### src/hdl/sbpb_pkg.sv
// Shared types, constants and arithmetic helpers for the smudge brush pixel blend.
`default_nettype none

package sbpb_pkg;

  localparam int SBPB_MAX_SIDE = 64;

  localparam int COORD_W    = 6;
  localparam int SIDE_W     = 7;
  localparam int Q_W        = 9;
  localparam int Q_FRAC     = 8;
  localparam int PIX_W      = 32;
  localparam int PROD_W     = COORD_W + SIDE_W;
  localparam int IDX_W      = PROD_W + SIDE_W + 1;
  localparam int ADDR_MAX_W = 16;
  localparam int CFG_W      = Q_W;
  localparam int CFG_IDX_W  = 2;

  localparam int QUEUE_DEPTH = 2;
  localparam int QPTR_W      = (QUEUE_DEPTH > 1) ? $clog2(QUEUE_DEPTH) : 1;
  localparam int QCNT_W      = $clog2(QUEUE_DEPTH + 1);

  localparam logic [Q_W-1:0] Q_ONE = Q_W'(256);

  localparam logic [CFG_IDX_W-1:0] CFG_OPACITY = 2'd0;
  localparam logic [CFG_IDX_W-1:0] CFG_FLOW    = 2'd1;
  localparam logic [CFG_IDX_W-1:0] CFG_PMODE   = 2'd2;
  localparam logic [CFG_IDX_W-1:0] CFG_SIDE    = 2'd3;

  typedef enum logic [1:0] {
    PM_NONE,
    PM_SIZE,
    PM_OPACITY,
    PM_FLOW
  } pmode_t;

  typedef enum logic [1:0] {
    KIND_SKIP,
    KIND_SAMPLE,
    KIND_SMUDGE
  } kind_t;

  typedef enum logic [2:0] {
    FS_IDLE,
    FS_PREP,
    FS_EFF,
    FS_ALPHA,
    FS_DIV,
    FS_INDEX,
    FS_PUSH
  } front_state_t;

  typedef enum logic [1:0] {
    BS_CLEAR,
    BS_IDLE,
    BS_BLEND
  } back_state_t;

  typedef struct packed {
    logic [Q_W-1:0]    opacity;
    logic [Q_W-1:0]    flow;
    pmode_t            pressure_mode;
    logic [SIDE_W-1:0] carried_side;
  } cfg_t;

  typedef struct packed {
    kind_t                 kind;
    logic [ADDR_MAX_W-1:0] addr;
    logic [PIX_W-1:0]      pixel;
    logic [Q_W-1:0]        t;
    logic [Q_W-1:0]        alpha;
  } qentry_t;

  function automatic logic [Q_W-1:0] sat_q8(input logic [Q_W-1:0] v);
    return (v > Q_ONE) ? Q_ONE : v;
  endfunction

  // base + floor((toward - base) * w / 512), w in 0..512
  function automatic logic [7:0] mix8(input logic [7:0] base, input logic [7:0] toward,
                                      input logic [9:0] w);
    logic signed [8:0]  diff;
    logic signed [19:0] prod;
    logic signed [10:0] step;
    logic signed [10:0] sum;
    diff = $signed({1'b0, toward}) - $signed({1'b0, base});
    prod = diff * $signed({1'b0, w});
    step = prod[19:9];
    sum  = $signed({3'b000, base}) + step;
    return sum[7:0];
  endfunction

endpackage

`default_nettype wire

### src/hdl/sbpb_queue.sv
// Short FIFO carrying classified items from the front end to the back end.
`default_nettype none

module sbpb_queue import sbpb_pkg::*; (
  input  logic    clk,
  input  logic    rst_n,
  input  logic    push,
  input  qentry_t wdata,
  input  logic    pop,
  output qentry_t head,
  output logic    full,
  output logic    empty
);

  localparam logic [QPTR_W-1:0] PTR_LAST = QPTR_W'(QUEUE_DEPTH - 1);
  localparam logic [QCNT_W-1:0] CNT_FULL = QCNT_W'(QUEUE_DEPTH);

  qentry_t            entries_r [QUEUE_DEPTH];
  logic [QPTR_W-1:0]  wr_ptr_r, rd_ptr_r;
  logic [QCNT_W-1:0]  count_r;

  assign full  = (count_r == CNT_FULL);
  assign empty = (count_r == '0);
  assign head  = entries_r[rd_ptr_r];

  always_ff @(posedge clk) begin
    if (!rst_n) begin
      wr_ptr_r <= '0;
      rd_ptr_r <= '0;
      count_r  <= '0;
    end else begin
      if (push) wr_ptr_r <= (wr_ptr_r == PTR_LAST) ? '0 : wr_ptr_r + 1'b1;
      if (pop)  rd_ptr_r <= (rd_ptr_r == PTR_LAST) ? '0 : rd_ptr_r + 1'b1;
      if (push && !pop)      count_r <= count_r + 1'b1;
      else if (pop && !push) count_r <= count_r - 1'b1;
    end
  end

  always_ff @(posedge clk) begin
    if (push) entries_r[wr_ptr_r] <= wdata;
  end

endmodule

`default_nettype wire

### config.mk
export PLATFORM = sky130hd
export DESIGN_NAME = sbpb_queue
export DESIGN_NICKNAME = d
export VERILOG_FILES = /design/src/hdl/sbpb_pkg.sv /design/src/hdl/sbpb_queue.sv
export SDC_FILE = /design/constraint.sdc
export NUM_CORES = 1
export LEC_CHECK = 0
export ABC_AREA = 1
export ABC_CLOCK_PERIOD_IN_PS = 6700
export BUFFER_PORTS_ARGS = -buffer_cell sky130_fd_sc_hd__buf_2
export CAP_MARGIN = 20
export CELL_PAD_IN_SITES_DETAIL_PLACEMENT = 1
export CELL_PAD_IN_SITES_GLOBAL_PLACEMENT = 1
export CORE_MARGIN = 5
export CORE_UTILIZATION = 47
export DETAILED_ROUTE_END_ITERATION = 8
export GPL_ROUTABILITY_DRIVEN = 0
export MAX_ROUTING_LAYER = met4
export PLACE_DENSITY_LB_ADDON = 0.3
export SLEW_MARGIN = 30
export SYNTH_ARGS = -nofsm -noshare
export SYNTH_HDL_FRONTEND = slang
export SYNTH_SLANG_ARGS = --single-unit
export TNS_END_PERCENT = 50
### constraint.sdc
create_clock -name clk -period 6.7 [get_ports clk]
set_clock_uncertainty 0.05 [all_clocks]
set_input_delay 0.335 -clock clk [delete_from_list [all_inputs] [get_ports clk]]
set_output_delay 0.335 -clock clk [all_outputs]
set_load 0.02 [all_outputs]
* Word-level counts from Yosys, hierarchy flattened
Memories as Yosys holds them, arrays and structs flattened. A register that Yosys moved wholly into a read port is not among the register bits.
Cells that the tools add are included.
** Storage, ports and cells
- Register bits :: 4
- Bits in latches :: 0
- Bits in writable memories :: 136
- ROM bits :: 0
- Input bits :: 72
- Output and inout bits :: 70
- Logic and storage cells :: 23
- Memories :: 1
** Cells by class
- Add/sub/neg operators :: 4
- Multipliers :: 0
- Divide/modulo/power cells :: 0
- $lt $le $gt $ge :: 0
- Eq/ne operators :: 1
- Shifts and indexed selects :: 0
- Multiplexer cells :: 8
- Bitwise operators :: 0
- Reductions and logical operators :: 6
** Memory list
- entries_r :: depth 2, bits a word 68, read ports 1, clocked after Yosys merged registers in 1, write ports 1, RTL line sbpb_queue.sv:18 : qentry_t entries_r [QUEUE_DEPTH];
** Operators by type and width (count)
- $mux 1 :: 6
- $mux 2 :: 2
- $add 1x1->1 const B :: 2
- $add 2x1->2 const B :: 1
- $eq 2x2->1 const B :: 1
- $logic_and 1x1->1 :: 2
- $logic_not 1->1 :: 2
- $logic_not 2->1 :: 1
- $reduce_bool 2->1 :: 1
- $sub 2x1->2 const B :: 1

* Depth between registers and ports, before layout
- Depth after elaboration :: 4
- Depth in mapped cells :: 8

* Least setup slack after synthesis
OpenSTA, ideal clock, no wires.
- Path type :: input -> register
- Start point :: input push
- End point :: memory entries_r[0][0] (netlist bit) (enable)
- Library setup time :: 496 ps
- Arrival :: 3226 ps
- Data required time :: 6154 ps
- Path slack :: 2928 ps
- Stages :: 2
- Buffers on the path :: 0
- Cells stage by stage :: inv_1 -> nor2_1
** On the way
- Cells in the longest elaborated chain, start to end :: 2
** Ends and longest elaborated chain
- from (decl) :: RTL line sbpb_queue.sv:7 : input logic push,
- $mux 1 :: RTL line sbpb_queue.sv:40 : if (push) entries_r[wr_ptr_r] <= wdata;
- $mux 1 (implied by the code) :: RTL line sbpb_queue.sv:40
- to (decl) :: RTL line sbpb_queue.sv:18
Every way passes these cells.

==> results.py <==
metrics = {
    "synthesis": {
        "synth-simple-area-share_pct": 1.44,
        "synth-adder-area-share_pct": 0.239,
        "yosys-mux-area-fraction_pct": 16.1,
        "syn_area_mm2": 0.00523,
        "synth_top_area_share_pct": 78.2,
        "ys_top_cells_by_area": "edfxtp_1 (78%), mux2_2 (10%), mux2_4 (5.7%)",
        "synth_fp_nets": 320,
        "synth_compound_area_share_pct": 0.192,
        "syn_area_per_cell_um2": 21.2,
        "synth-seq-area-share_pct": 80.1,
        "ys_ff_latch": 141,
        "synth_xor_area_share_pct": 0,
        "synth_area_leader_cell": "edfxtp_1",
        "syn_inst": 247,
        "synth_top_family_by_area": "multiplexers",
        "ys_warn_count": 0,
        "synth_cell_type_count": 15,
    },
    "pwr": {
        "powerDensity_mw_per_mm2": 307,
        "power.leakage_nw": 2.90,
        "power_w": 0.00227,
        "peakVddDrop_uv": 170,
    },
    "sta": {
        "finalSetupViolCount": 0,
        "worst_pin_slew_ns": 0.939,
        "period_minus_slack_ns": 2.46,
        "slew_headroom_pct": 37.4,
        "final.period_utilization_pct": 36.8,
        "maxSlewViolCount": 0,
        "hold_viol": 0,
        "setup-tns-final_ns": 0,
        "max_freq_ghz": 0.406,
        "rsz0062_at_grt": "no",
    },
    "routing": {
        "postRouteAntennaNets": 0,
        "wl_per_cell_um": 19.8,
        "dr.first_iter.drc_count": 184,
        "drt_wl_total_um": 12400,
        "via_per_inst": 4.85,
        "vias": 3029,
        "first_pass_iters": 4,
        "drcViolationCount": 0,
    },
    "worst_setup_path": {
        "cp_slowest_cell": "dfxtp_4",
        "crit_chain": "buf_12, mux2_2, buf_2",
        "reg2reg_depth": 3,
        "r2r_setup_slack_ns": 4.92,
        "cp-end-kind": "primary output",
        "path_class": "flop to primary output",
        "r2r_start": "wr_ptr_r$_SDFFE_PN0P_",
        "r2r_end": "entries_r[1][24]$_DFFE_PP_",
        "path_max_fanout": 37,
        "slowest_delay_ns": 0.68,
        "cp-endpoint": "head[64]",
        "crit_arrival_ns": 2.08,
        "required_ns": 6.31,
        "critPathLaunchType": "flop",
    },
    "placed_design": {
        "dp.cells": 523,
        "io_buffers": 141,
        "dpl.hpwl_um": 6890,
    },
    "cts": {
        "clkTransAtPathRegs_ns": 0.06,
        "clock_latency_ns": 0.52,
        "cts_tree": "done",
        "cts_num_sinks": 141,
        "cts_buffers": 17,
        "cts_resized": 0,
        "cts.htree.levels": 4,
        "cts-root-buf": "clkbuf_8",
        "clk_path_buf_depth": 2,
    },
    "floorplanning": {
        "core_mm2": 0.0109,
        "dieArea_mm2": 0.0133,
        "initial_utilization_pct": 48.0,
        "rows": 38,
        "ioPinCount": 142,
        "die_x_um": 115,
        "die-height_um": 115,
    },
    "flow_run": {
        "max_cap_violations": 0,
    },
    "global_routing": {
        "grt_pass1_vias": 3509,
        "grt_pass1_wl_um": 18900,
        "grt_util_all_layers_pct": 20.3,
        "antenna_found_initial": 0,
        "grt_max_degree": 69,
        "overflow": 0,
    },
    "layout": {
        "layout-drive-gt1-share_pct": 50.4,
        "final_common_cell": "buf_2",
        "fillCellCount": 958,
        "fin_cells": 624,
        "fin_nets": 544,
        "n_antenna_cell": 0,
        "final_cell_mix": "buf_2 (141), edfxtp_1 (136), dlygate4sd3_1 (69), mux2_2 (48), mux2_4 (20)",
        "area_growth_pct": 41.4,
    },
    "outcome": {
        "outcome": "finished clean",
    },
    "worst_hold_path": {
        "hold_depth": 3,
        "hold_class": "input pin to flop",
    },
}
[registers in the layout, summed over array words and instances, names as in the netlist, named ones only]
name and flops:
entries_r 136, count_r 2, rd_ptr_r 1, wr_ptr_r 1
[Yosys cell counts (all sizes together)]
library cell,instances
dfxtp,5
ha,1
nand2,8
a21oi,1
nor2,9
o21ai,1
edfxtp,136
inv,8
buf,8
nand4,1
mux2,68
nand3,1
[through the flow]
stage | instance area (µm²) | hold slack (ns) | utilization [%] | setup WS, ns
finish | 7390 | 0.0762 | 67.9 | 4.24
global route | 7390 | 0.0686 | 67.9 | 4.14
CTS | 7390 | 0.0300 | 67.9 | 4.16
detailed placement | 6080 | 0.452 | 55.8 | 4.75
global placement | 6060 | 0.431 | 55.7 | 4.63
floorplan | 5230 | 0.384 | - | 2.93
[metal layers]
| layer | wire, µm | track usage (%) | vias to the layer above |
|---|---|---|---|
| li1 | - | - | 1404 |
| met1 | 4670 | 21.9 | 1481 |
| met2 | 6720 | 35.8 | 125 |
| met3 | 794 | 5.22 | 19 |
| met4 | 196 | 7.90 | 0 |
| met5 | 0 | - | - |
[worst max-delay path, delay by kind of cell, from the launching register on]
kind	cells	cell delay [ns]
flops	1	0.68
buf+inv	2	0.47
mux	1	0.39
[report_power, final]
| part | switching [W] | internal [W] | total (W) |
|---|---|---|---|
| combinational | 0.000134 | 0.000115 | 0.000248 |
| clock | 0.000342 | 0.000636 | 0.000978 |
| sequential | 0.0000205 | 0.00102 | 0.00104 |
| total | 0.000496 | 0.00177 | 0.00227 |
[worst min path at each step]
stage | startpoint | end | slack, ns
detailed placement | rd_ptr_r$_SDFFE_PN0P_ | flop | 0.45
global route | pop | flop | 0.07
finish | push | wr_ptr_r$_SDFFE_PN0P_ | 0.08
CTS | push | wr_ptr_r$_SDFFE_PN0P_ | 0.03
floorplan | wdata[0] | entries_r[0][0]$_DFFE_PP_ | 0.38
global placement | rd_ptr_r$_SDFFE_PN0P_ | rd_ptr_r$_SDFFE_PN0P_ | 0.43
[logic make-up (layout without fill, tap and decap cells)]
| logic type | count (synthesis) | in the layout |
|---|---|---|
| AO/OA/AOI/OAI | 2 | 2 |
| flip-flops | 141 | 141 |
| AND/OR/NAND/NOR | 19 | 19 |
| adder cells (fa/ha/maj) | 1 | 1 |
| multiplexers | 68 | 68 |
| buffers and inverters | 16 | 253 |
[layout make-up]
class / instances / area (µm²) / share of cell area (%)
Sequential cell: 141 / 4190 / 56.7
Inverter: 8 / 30.0 / 0.406
Tap cell: 140 / 175 / 2.37
Clock buffer: 18 / 418 / 5.66
Timing Repair Buffer: 213 / 1430 / 19.4
Clock inverter: 14 / 200 / 2.71
Multi-Input combinational cell: 90 / 946 / 12.8
[repair_timing]
action                                  CTS  global route
endpoints found under the setup margin    0             0
setup buffers                             0             0
endpoints found under the hold margin   137             0
hold buffers                             69             0
Note: power is estimated with default switching activity, not from simulation.
