### src/hdl/sbpb_pkg.sv
// Shared types, constants and arithmetic helpers for the smudge brush pixel blend.
`default_nettype none

package sbpb_pkg;

  localparam int SBPB_MAX_SIDE = 64;

  localparam int COORD_W    = 6;
  localparam int SIDE_W     = 7;
  localparam int Q_W        = 9;
  localparam int Q_FRAC     = 8;
  localparam int PIX_W      = 32;
  localparam int PROD_W     = COORD_W + SIDE_W;
  localparam int IDX_W      = PROD_W + SIDE_W + 1;
  localparam int ADDR_MAX_W = 16;
  localparam int CFG_W      = Q_W;
  localparam int CFG_IDX_W  = 2;

  localparam int QUEUE_DEPTH = 2;
  localparam int QPTR_W      = (QUEUE_DEPTH > 1) ? $clog2(QUEUE_DEPTH) : 1;
  localparam int QCNT_W      = $clog2(QUEUE_DEPTH + 1);

  localparam logic [Q_W-1:0] Q_ONE = Q_W'(256);

  localparam logic [CFG_IDX_W-1:0] CFG_OPACITY = 2'd0;
  localparam logic [CFG_IDX_W-1:0] CFG_FLOW    = 2'd1;
  localparam logic [CFG_IDX_W-1:0] CFG_PMODE   = 2'd2;
  localparam logic [CFG_IDX_W-1:0] CFG_SIDE    = 2'd3;

  typedef enum logic [1:0] {
    PM_NONE,
    PM_SIZE,
    PM_OPACITY,
    PM_FLOW
  } pmode_t;

  typedef enum logic [1:0] {
    KIND_SKIP,
    KIND_SAMPLE,
    KIND_SMUDGE
  } kind_t;

  typedef enum logic [2:0] {
    FS_IDLE,
    FS_PREP,
    FS_EFF,
    FS_ALPHA,
    FS_DIV,
    FS_INDEX,
    FS_PUSH
  } front_state_t;

  typedef enum logic [1:0] {
    BS_CLEAR,
    BS_IDLE,
    BS_BLEND
  } back_state_t;

  typedef struct packed {
    logic [Q_W-1:0]    opacity;
    logic [Q_W-1:0]    flow;
    pmode_t            pressure_mode;
    logic [SIDE_W-1:0] carried_side;
  } cfg_t;

  typedef struct packed {
    kind_t                 kind;
    logic [ADDR_MAX_W-1:0] addr;
    logic [PIX_W-1:0]      pixel;
    logic [Q_W-1:0]        t;
    logic [Q_W-1:0]        alpha;
  } qentry_t;

  function automatic logic [Q_W-1:0] sat_q8(input logic [Q_W-1:0] v);
    return (v > Q_ONE) ? Q_ONE : v;
  endfunction

  // base + floor((toward - base) * w / 512), w in 0..512
  function automatic logic [7:0] mix8(input logic [7:0] base, input logic [7:0] toward,
                                      input logic [9:0] w);
    logic signed [8:0]  diff;
    logic signed [19:0] prod;
    logic signed [10:0] step;
    logic signed [10:0] sum;
    diff = $signed({1'b0, toward}) - $signed({1'b0, base});
    prod = diff * $signed({1'b0, w});
    step = prod[19:9];
    sum  = $signed({3'b000, base}) + step;
    return sum[7:0];
  endfunction

endpackage

`default_nettype wire

### src/hdl/sbpb_div.sv
// Two-lane restoring divider for stamp coordinate scaling, one quotient bit per cycle.
`default_nettype none

module sbpb_div import sbpb_pkg::*; (
  input  logic              clk,
  input  logic              rst_n,
  input  logic              start,
  input  logic [PROD_W-1:0] num_x,
  input  logic [PROD_W-1:0] num_y,
  input  logic [SIDE_W-1:0] den,
  output logic              busy,
  output logic [PROD_W-1:0] quo_x,
  output logic [PROD_W-1:0] quo_y
);

  localparam int CNT_W = $clog2(PROD_W + 1);
  localparam logic [CNT_W-1:0] LAST = CNT_W'(PROD_W - 1);

  logic              busy_r;
  logic [CNT_W-1:0]  cnt_r;
  logic [SIDE_W-1:0] den_r;
  logic [PROD_W-1:0] quo_r [2];
  logic [SIDE_W-1:0] rem_r [2];
  logic [PROD_W-1:0] quo_nxt [2];
  logic [SIDE_W-1:0] rem_nxt [2];

  always_comb begin
    logic [SIDE_W:0] trial;
    for (int i = 0; i < 2; i++) begin
      trial = {rem_r[i], quo_r[i][PROD_W-1]};
      if (trial >= {1'b0, den_r}) begin
        rem_nxt[i] = SIDE_W'(trial - {1'b0, den_r});
        quo_nxt[i] = {quo_r[i][PROD_W-2:0], 1'b1};
      end else begin
        rem_nxt[i] = trial[SIDE_W-1:0];
        quo_nxt[i] = {quo_r[i][PROD_W-2:0], 1'b0};
      end
    end
  end

  always_ff @(posedge clk) begin
    if (!rst_n) begin
      busy_r <= 1'b0;
      cnt_r  <= '0;
    end else if (start) begin
      busy_r <= 1'b1;
      cnt_r  <= '0;
    end else if (busy_r) begin
      cnt_r <= cnt_r + 1'b1;
      if (cnt_r == LAST) busy_r <= 1'b0;
    end
  end

  always_ff @(posedge clk) begin
    if (start) begin
      den_r    <= den;
      quo_r[0] <= num_x;
      quo_r[1] <= num_y;
      rem_r[0] <= '0;
      rem_r[1] <= '0;
    end else if (busy_r) begin
      quo_r <= quo_nxt;
      rem_r <= rem_nxt;
    end
  end

  assign busy  = busy_r;
  assign quo_x = quo_r[0];
  assign quo_y = quo_r[1];

endmodule

`default_nettype wire

### src/hdl/sbpb_front.sv
// Front end: takes an item, classifies it, works out blend weight and store address.
`default_nettype none

module sbpb_front import sbpb_pkg::*; #(
  parameter int MAX_SIDE = SBPB_MAX_SIDE
) (
  input  logic               clk,
  input  logic               rst_n,
  input  cfg_t               cfg,
  input  logic               accept,
  input  logic               command,
  input  logic [COORD_W-1:0] col,
  input  logic [COORD_W-1:0] row,
  input  logic [SIDE_W-1:0]  stamp_side,
  input  logic [Q_W-1:0]     brush_alpha,
  input  logic [PIX_W-1:0]   pixel,
  input  logic [Q_W-1:0]     pressure,
  input  logic               q_full,
  output logic               idle,
  output logic               push,
  output qentry_t            entry
);

  localparam logic [SIDE_W+1:0] MAX_SIDE_V = (SIDE_W + 2)'(MAX_SIDE);

  front_state_t state_r, state_nxt;

  logic               cmd_r;
  logic [COORD_W-1:0] col_r, row_r;
  logic [SIDE_W-1:0]  ss_r;
  logic [Q_W-1:0]     alpha_r, pr_r;
  logic [PIX_W-1:0]   pix_r;
  logic [Q_W-1:0]     s_r, f_r, e_r, t_r;
  logic [PROD_W-1:0]  prod_x_r, prod_y_r, eq_idx_r;
  logic               scaled_r;
  kind_t              kind_r;
  logic [ADDR_MAX_W-1:0] addr_r;

  logic [SIDE_W-1:0]  cs;
  logic [Q_W-1:0]     s0, f0, pm_a, pm_q;
  logic [2*Q_W-1:0]   pm_p, e_p, t_p;
  logic [PROD_W-1:0]  prod_x, prod_y, eq_idx;
  logic [IDX_W-1:0]   idx, lim;
  logic               div_start, div_busy;
  logic [PROD_W-1:0]  quo_x, quo_y;

  // carried side saturated to 1..MAX_SIDE
  always_comb begin
    if (cfg.carried_side == '0) cs = SIDE_W'(1);
    else if ({2'b00, cfg.carried_side} > MAX_SIDE_V) cs = MAX_SIDE_V[SIDE_W-1:0];
    else cs = cfg.carried_side;
  end

  assign s0     = sat_q8(cfg.opacity);
  assign f0     = sat_q8(cfg.flow);
  assign pm_a   = (cfg.pressure_mode == PM_FLOW) ? f0 : s0;
  assign pm_p   = pm_a * pr_r;
  assign pm_q   = pm_p[Q_FRAC+Q_W-1:Q_FRAC];
  assign e_p    = s_r * f_r;
  assign t_p    = e_r * alpha_r;
  assign prod_x = PROD_W'(col_r) * PROD_W'(cs);
  assign prod_y = PROD_W'(row_r) * PROD_W'(cs);
  assign eq_idx = prod_y + PROD_W'(col_r);
  assign lim    = IDX_W'(cs) * IDX_W'(cs);
  assign idx    = scaled_r ? (IDX_W'(quo_y) * IDX_W'(cs) + IDX_W'(quo_x))
                           : IDX_W'(eq_idx_r);

  always_comb begin
    state_nxt = state_r;
    case (state_r)
      FS_IDLE:  if (accept) state_nxt = FS_PREP;
      FS_PREP:  state_nxt = (!cmd_r || alpha_r == '0) ? FS_PUSH : FS_EFF;
      FS_EFF:   state_nxt = FS_ALPHA;
      FS_ALPHA: state_nxt = scaled_r ? FS_DIV : FS_INDEX;
      FS_DIV:   if (!div_busy) state_nxt = FS_INDEX;
      FS_INDEX: state_nxt = FS_PUSH;
      FS_PUSH:  if (!q_full) state_nxt = FS_IDLE;
      default:  state_nxt = FS_IDLE;
    endcase
  end

  always_comb begin
    idle      = (state_r == FS_IDLE);
    div_start = (state_r == FS_EFF) && scaled_r;
    push      = (state_r == FS_PUSH) && !q_full;
  end

  always_ff @(posedge clk) begin
    if (!rst_n) state_r <= FS_IDLE;
    else        state_r <= state_nxt;
  end

  always_ff @(posedge clk) begin
    if (accept) begin
      cmd_r   <= command;
      col_r   <= col;
      row_r   <= row;
      ss_r    <= (stamp_side == '0) ? SIDE_W'(1) : stamp_side;
      alpha_r <= sat_q8(brush_alpha);
      pix_r   <= pixel;
      pr_r    <= sat_q8(pressure);
    end
    case (state_r)
      FS_PREP: begin
        s_r      <= (cfg.pressure_mode == PM_OPACITY) ? pm_q : s0;
        f_r      <= (cfg.pressure_mode == PM_FLOW) ? pm_q : f0;
        prod_x_r <= prod_x;
        prod_y_r <= prod_y;
        eq_idx_r <= eq_idx;
        scaled_r <= (ss_r != cs);
        addr_r   <= ADDR_MAX_W'(eq_idx);
        if (!cmd_r) begin
          kind_r <= ({1'b0, col_r} < cs && {1'b0, row_r} < cs) ? KIND_SAMPLE : KIND_SKIP;
        end else begin
          kind_r <= (alpha_r == '0) ? KIND_SKIP : KIND_SMUDGE;
        end
      end
      FS_EFF:   e_r <= e_p[Q_FRAC+Q_W-1:Q_FRAC];
      FS_ALPHA: t_r <= t_p[Q_FRAC+Q_W-1:Q_FRAC];
      FS_INDEX: begin
        addr_r <= idx[ADDR_MAX_W-1:0];
        if (idx >= lim) kind_r <= KIND_SKIP;
      end
      default: ;
    endcase
  end

  sbpb_div u_div (
    .clk   (clk),
    .rst_n (rst_n),
    .start (div_start),
    .num_x (prod_x_r),
    .num_y (prod_y_r),
    .den   (ss_r),
    .busy  (div_busy),
    .quo_x (quo_x),
    .quo_y (quo_y)
  );

  always_comb begin
    entry.kind  = kind_r;
    entry.addr  = addr_r;
    entry.pixel = pix_r;
    entry.t     = t_r;
    entry.alpha = alpha_r;
  end

endmodule

`default_nettype wire

### config.mk
export PLATFORM = sky130hd
export DESIGN_NAME = sbpb_front
export DESIGN_NICKNAME = d
export VERILOG_FILES = /design/src/hdl/sbpb_pkg.sv /design/src/hdl/sbpb_div.sv /design/src/hdl/sbpb_front.sv
export SDC_FILE = /design/constraint.sdc
export NUM_CORES = 1
export LEC_CHECK = 0
export BUFFER_PORTS_ARGS = -buffer_cell sky130_fd_sc_hd__clkbuf_2
export CORE_UTILIZATION = 50
export DETAILED_ROUTE_END_ITERATION = 7
export MAX_ROUTING_LAYER = met4
export PLACE_DENSITY = 0.68
export SLEW_MARGIN = 20
export SYNTH_ARGS = -nofsm -noshare
export SYNTH_HDL_FRONTEND = slang
export SYNTH_SLANG_ARGS = --single-unit
### constraint.sdc
create_clock -name clk -period 15.8 [get_ports clk]
set_input_delay 2.37 -clock clk [delete_from_list [all_inputs] [get_ports clk]]
set_output_delay 2.37 -clock clk [all_outputs]
set_load 0.03 [all_outputs]
# ---- Word-level counts from Yosys, hierarchy flattened
# Cells that the tools add are included.
dict set report word_totals {
  ff_bits 219
  input_bits 101
  out_inout_bits 70
  word_cells 106
}
dict set report classes {
  add_sub_neg 5
  mul 7
  order_cmp 10
  eq_ne 14
  muxes 29
  n_bitwise 1
  reduce_logical 15
}
# cell count
set op_table {}
lappend op_table {{26-bit two-way mux} 2}
lappend op_table {{9-bit by 9-bit multiplier with 17-bit output} 3}
lappend op_table {{9-bit two-way mux} 5}
lappend op_table {{9-bit > comparator, second input constant} 4}
lappend op_table {{16-bit one-hot mux with 2 select lines} 1}
lappend op_table {{7-bit two-way mux} 4}
lappend op_table {{6-bit by 7-bit multiplier with 13-bit output} 2}
lappend op_table {{20-bit by 13-bit adder with 21-bit output} 1}
lappend op_table {{21-bit by 14-bit greater-or-equal comparator with 1-bit output} 1}
lappend op_table {{21-bit two-way mux} 1}
lappend op_table {{3-bit one-hot mux with 7 select lines} 1}
lappend op_table {{13-bit by 7-bit multiplier with 20-bit output} 1}
lappend op_table {{8-bit by 7-bit greater-or-equal comparator with 1-bit output} 2}
lappend op_table {{7-bit zero test} 2}
lappend op_table {{6-bit by 7-bit less-than comparator with 1-bit output} 2}
lappend op_table {{7-bit by 7-bit multiplier with 14-bit output} 1}
lappend op_table {{7-bit subtractor} 2}
lappend op_table {{13-bit by 6-bit adder with 13-bit output} 1}
lappend op_table {{3-bit two-way mux} 4}
lappend op_table {{3-bit equality test, second input constant} 3}
lappend op_table {{9-bit zero test} 1}
lappend op_table {{2-bit inequality test, second input constant} 4}
lappend op_table {{7-bit > comparator, second input constant} 1}
lappend op_table {{1-bit two-way mux} 7}
lappend op_table {{17 further kinds} 25}

# ---- Depth between registers and ports, before layout
dict set report depth {
  depth_word 9
  depth_mapped 29
  ltp_nobuf 27
}

# ---- Hierarchy
# From an unflattened synthesis, not the netlist that was laid out.
dict set report unflattened {
  hier_cells 2411
  hier_area_um2 23945.5
}
# mod instances cells_per_inst area_each_um2 seq_area_each_um2
set modules_own_cells {}
lappend modules_own_cells {sbpb_front 1 2121 20813.7 4984.8}
lappend modules_own_cells {sbpb_div 1 290 3131.8 1371.3}

# ---- Worst setup path before layout
# No wires, ideal clock.
dict set report synth_timing {
  path_kind {input port to flip-flop}
  from {in cfg[6] (netlist bit)}
  to {reg kind_r[0], enable pin}
  setup_ns 0.266
  arrival_ns 7.966
  required_time_ns 15.534
  setup_slack_ns 7.568
  stages 25
  path_buffers 3
  path_cell_list {clkbuf_1 -> nor2b_1 -> clkbuf_1 -> clkbuf_1 -> nand2_1 -> fa_1 -> inv_1 -> fa_1 -> fa_1 -> inv_1 -> fa_1 -> inv_1 -> ha_1 -> o21ai_0 -> nor2_1 -> a41oi_1 -> xnor2_1 -> mux2_2 -> ha_1 -> a21o_1 -> a211o_1 -> o221ai_1 -> nand4b_1 -> nor3_1 -> a32oi_1}
}
dict set report synth_between {
  elab_chain_len 9
  elab_cells_between_ends 11
  cone_classes {add/sub (1); mul (2); order compare (2); eq/ne (1); mux (3); reduce/logical (2)}
}
# element line_no
set synth_rtl {}
lappend synth_rtl {{start, declared} sbpb_front.sv:9} ;# input cfg_t cfg,
lappend synth_rtl {{7-bit > comparator} sbpb_front.sv:50} ;# else if ({2'b00, cfg.carried_side} > MAX_SIDE_V) cs = MAX_SIDE_V[SIDE_W-1:0];
lappend synth_rtl {{7-bit two-way mux} sbpb_front.sv:50}
lappend synth_rtl {{7-bit two-way mux *} sbpb_front.sv:49} ;# if (cfg.carried_side == '0) cs = SIDE_W'(1);
lappend synth_rtl {{13-bit by 7-bit multiplier with 20-bit output} sbpb_front.sv:65} ;# assign idx = scaled_r ? (IDX_W'(quo_y) * IDX_W'(cs) + IDX_W'(quo_x))
lappend synth_rtl {{20-bit by 13-bit adder with 21-bit output} sbpb_front.sv:65}
lappend synth_rtl {{21-bit two-way mux} sbpb_front.sv:65}
lappend synth_rtl {{21-bit by 14-bit greater-or-equal comparator with 1-bit output *} sbpb_front.sv:122} ;# if (idx >= lim) kind_r <= KIND_SKIP;
lappend synth_rtl {{2-bit inequality test (no line) *} -}
lappend synth_rtl {{2-bit AND reduction (no line) *} -}
lappend synth_rtl {{end signal, assigned} sbpb_front.sv:113} ;# kind_r <= ({1'b0, col_r} < cs && {1'b0, row_r} < cs) ? KIND_SAMPLE : KIND_SKIP;
lappend synth_rtl {{end signal, assigned} sbpb_front.sv:115} ;# kind_r <= (alpha_r == '0) ? KIND_SKIP : KIND_SMUDGE;
lappend synth_rtl {{end, declared} sbpb_front.sv:36} ;# kind_t kind_r;
# Every way passes the cells marked *; elsewhere a longest branch is shown, timed or not.
# A chain may end at the register's enable or synchronous reset.

# ---- Final worst setup path
dict set report layout_timing {
  from {in cfg[6] (netlist bit)}
  to {reg kind_r[1], enable pin}
}
dict set report layout_between {
  elab_chain_len 9
  elab_cells_between_ends 11
  cone_classes {add/sub (1); mul (2); order compare (2); eq/ne (1); mux (3); reduce/logical (2)}
}
# element line_no
set layout_rtl {}
lappend layout_rtl {{7-bit > comparator} sbpb_front.sv:50}
lappend layout_rtl {{7-bit two-way mux} sbpb_front.sv:50}
lappend layout_rtl {{7-bit two-way mux *} sbpb_front.sv:49}
lappend layout_rtl {{13-bit by 7-bit multiplier with 20-bit output *} sbpb_front.sv:65}
lappend layout_rtl {{20-bit by 13-bit adder with 21-bit output *} sbpb_front.sv:65}
lappend layout_rtl {{21-bit two-way mux *} sbpb_front.sv:65}
lappend layout_rtl {{net idx[13]} sbpb_front.sv:43} ;# logic [IDX_W-1:0] idx, lim;
lappend layout_rtl {{21-bit by 14-bit greater-or-equal comparator with 1-bit output *} sbpb_front.sv:122}
lappend layout_rtl {{2-bit inequality test (no line) *} -}
lappend layout_rtl {{2-bit AND reduction (no line) *} -}
# The timed path passes the listed nets; every way through them passes the cells marked *.

==> reports/metrics.yaml <==
synth.top_cell.area_share_pct: 25.2
first_iter_violations: 1016
grt_util_all_layers_pct: 24.5
power_spent_charging_and_discharging_nets_w: 0.00190
cp.required_ps: 16090
muxShareOfSynthArea_pct: 1.69
core.rowCount: 79
root_buffer: "sky130_fd_sc_hd__clkbuf_16"
netlist_instances: 2381
cts_resized: 0
fillCellCount: 4207
fin_util_pct: 55.4
cts.hold.buffers_added: 0
p_leak_nw: 12.3
finalSetupViolCount: 0
p_sw_share_pct: 44.1
clock_skew_ps: 24.3
fmaxAchievable_mhz: 112
design.die.area_um2: 47800
power.clock.fraction_pct: 14.3
worst_pin_slew_ps: 980
maxCapViolCount: 0
cellPowerDensity_nw_per_um2: 167
totalNegativeSetupSlack_ps: 0
wire_length_of_the_first_global_routing_pass_um: 89500
status: "finished, final reports clean"
final_nets: 3145
synth.area.top_cells: "sky130_fd_sc_hd__edfxtp_1, sky130_fd_sc_hd__fa_1, sky130_fd_sc_hd__ha_1"
cp-start-kind: "primary input"
combinational_family_with_the_most_area_after_synthesis: "adder cells"
fin_total_pwr_w: 0.00431
post_drt_wl_per_cell_um: 17.5
synth_seq_area_share_pct: 27.1
arrival_ps: 9260
timing.final.crit_period_ps: 8970
stdcell_area_um2: 25800
final.period_utilization_pct: 56.7
number_of_setup_buffers_added_after_cts: 0
power.share.combinational_pct: 63.8
flow.area_growth_from_synthesis_pct: 9.76
antennaDiodeCount: 0
route.detailed.drc: 0
placement.cell_area_um2: 24900
cts-htree-levels: 1
design.portCount: 171
port_buffers: 170
post-dp-hpwl_um: 43700
worstSetupEndpointType: "register"
complex_gate_fraction_of_the_synthesized_area_pct: 7.00
grt.overflow.total: 0
clock_insertion_delay_worst_skew_ps: 570
globalplace.congestion: 0.919
dr_total_vias: 16782
final_common_cell: "sky130_fd_sc_hd__inv_1"
vdd_drop_max_mv: 0.163
maxSlewViolCount: 0
slew_headroom_pct: 34.7
layout.cells.most_common_list: "sky130_fd_sc_hd__inv_1, sky130_fd_sc_hd__nand2_1, sky130_fd_sc_hd__fa_1"
first_global_vias: 17316
finalHoldViolations: 0
hp-class: "register to register"
type_of_the_worst_setup_path: "primary input to register"
post_synth_fa_ha_maj_area_fraction_pct: 36.9
synth-edff-count: 197
yosys.area_share.xor_xnor_pct: 3.40
mappedNetlistArea_um2: 23500
cellInternalPower_w: 0.00241
tritoncts: "done"
synth_ff_type: "sky130_fd_sc_hd__edfxtp_1"
initial_utilization_pct: 50.5
post_route_cells_drive_above_1_share_pct: 10.6
ys_seq_elements: 219
grt_setup_unrepaired: "no"
share_of_synthesized_cell_area_in_and_or_nand_and_nor_gates_pct: 16.2
cts_buffers: 27
synth_cell_types: 77
clk_pin_slew_worst_paths_ps: 60
detail_route.wirelength_um: 55100
synthArstFlopShare_pct: 0
die_width_um: 219
post_drt_via_cell_ratio: 5.34
syn_area_per_cell_um2: 9.85
worst-path-max-fanout: 39
grt_start_max_net_pins: 72
yosys_warnings: 0
synth_largest_area_cell: "sky130_fd_sc_hd__edfxtp_1"
initial_drt_pass_iterations: 6
drtAntennaViolNets: 0
number_of_antenna_violations_at_the_first_check_in_global_routing: 0
clkSinkCount: 219
number_of_buffers_on_the_longest_clock_path: 3
core_area_um2: 46500
die_h_um: 219
share_seq_of_total_power_pct: 22.0
power by group through the flow:
stage / registers, W / logic (W) / clock network [W]
2_1_floorplan: 0.000936 / 0.00212 / 0
5_1_grt: 0.000960 / 0.00314 / 0.000648
4_1_cts: 0.000946 / 0.00277 / 0.000632
3_3_place_gp: 0.000956 / 0.00266 / 0
6_report: 0.000946 / 0.00275 / 0.000615
3_5_place_dp: 0.000957 / 0.00275 / 0
metrics by stage:
step | hold WS (ps) | cells | worst slack [ps]
floorplan | 444 | 2386 | 7570
global placement | 467 | 3092 | 6540
detailed placement | 471 | 3092 | 6370
CTS | 481 | 3142 | 6940
global route | 499 | 3142 | 6480
finish | 482 | 3142 | 6830
logic make-up (layout without fill, tap and decap cells):
kind of cell / Yosys count / in the layout
xor gates and xnor gates: 91 / 91
and+or+nand+nor: 772 / 772
AOI/OAI and AO/OA: 255 / 255
other: 2 / 7
buffers and inverters: 477 / 626
DFF: 219 / 219
muxes: 35 / 35
adders and majority gates: 530 / 530
cell type report:
cell class                 count  area (µm²)  area share, %
sequential                   219        6360           24.7
clock buffer                  33         698           2.71
tap                          607         759           2.95
multi-input combinational   1690       15300           59.6
timing repair buffer         182         943           3.66
clock inverter                17         180          0.700
inverter                     394        1480           5.74
registers in the layout (all words and copies together), names as in the netlist, 2 cells and up:
signal and flops:
addr_r 16, alpha_r 9, col_r 6, e_r 9, eq_idx_r 13, f_r 9, kind_r 2, pix_r 32
pr_r 9, prod_x_r 13, prod_y_r 13, row_r 6, s_r 9, ss_r 7, state_r 3, t_r 9
u_div.cnt_r 4, u_div.den_r 7, u_div.quo_x 13, u_div.quo_y 13, u_div.rem_r 14
Yosys cell counts, drive strengths merged, types with 7 or more instances:
| cell | instances |
|---|---|
| inv | 394 |
| nand2 | 347 |
| fa | 271 |
| ha | 259 |
| edfxtp | 197 |
| and2 | 192 |
| o21ai | 80 |
| nor2 | 73 |
| clkbuf | 71 |
| xnor2 | 69 |
| a21oi | 64 |
| nor2b | 37 |
| a21o | 25 |
| nand2b | 25 |
| nor3 | 24 |
| dfxtp | 22 |
| xor2 | 22 |
| nand3 | 20 |
| mux2i | 18 |
| mux2 | 17 |
| o21a | 14 |
| o21bai | 14 |
| buf | 12 |
| nand4 | 9 |
| a211oi | 8 |
| and3 | 8 |
| or2 | 7 |
path summary, 6_finish.rpt:
check | slack (ps) | cells past startpoint | start | to
setup / recovery | 6830 | 26 | cfg[6] | kind_r[1]
hold reg to reg | 480 | 2 | u_div.rem_r[13] | u_div.rem_r[13]
hold / removal | 480 | 2 | u_div.rem_r[13] | u_div.rem_r[13]
setup reg to reg | 9560 | 23 | u_div.quo_y[5] | kind_r[1]
per-layer routing:
layer	up-vias	wire [µm]	GRT usage [%]
met5	-	0	-
met4	0	1310	5.83
li1	7904	-	-
met2	477	25700	39.0
met1	8312	25400	33.9
met3	89	2760	2.38
worst max-delay path, cell delays in order:
cell and delay (ps):
sky130_fd_sc_hd__clkbuf_2 700, sky130_fd_sc_hd__nand2b_1 450, sky130_fd_sc_hd__inv_1 310, sky130_fd_sc_hd__and2_1 260
sky130_fd_sc_hd__fa_1 480, sky130_fd_sc_hd__inv_1 50, sky130_fd_sc_hd__fa_1 530, sky130_fd_sc_hd__inv_1 50
sky130_fd_sc_hd__fa_1 470, sky130_fd_sc_hd__inv_1 50, sky130_fd_sc_hd__fa_1 480, sky130_fd_sc_hd__inv_1 50
sky130_fd_sc_hd__ha_1 310, sky130_fd_sc_hd__nor3_1 300, sky130_fd_sc_hd__nor3_1 120, sky130_fd_sc_hd__a221oi_2 400
sky130_fd_sc_hd__nor2_1 110, sky130_fd_sc_hd__xnor2_1 220, sky130_fd_sc_hd__nor2_1 80, sky130_fd_sc_hd__ha_1 190
sky130_fd_sc_hd__nand2b_1 160, sky130_fd_sc_hd__a211o_1 280, sky130_fd_sc_hd__o221ai_1 320, sky130_fd_sc_hd__nand4b_1 150
sky130_fd_sc_hd__nor3_1 170, sky130_fd_sc_hd__a32oi_1 160
(Power assumes the default switching activity.)
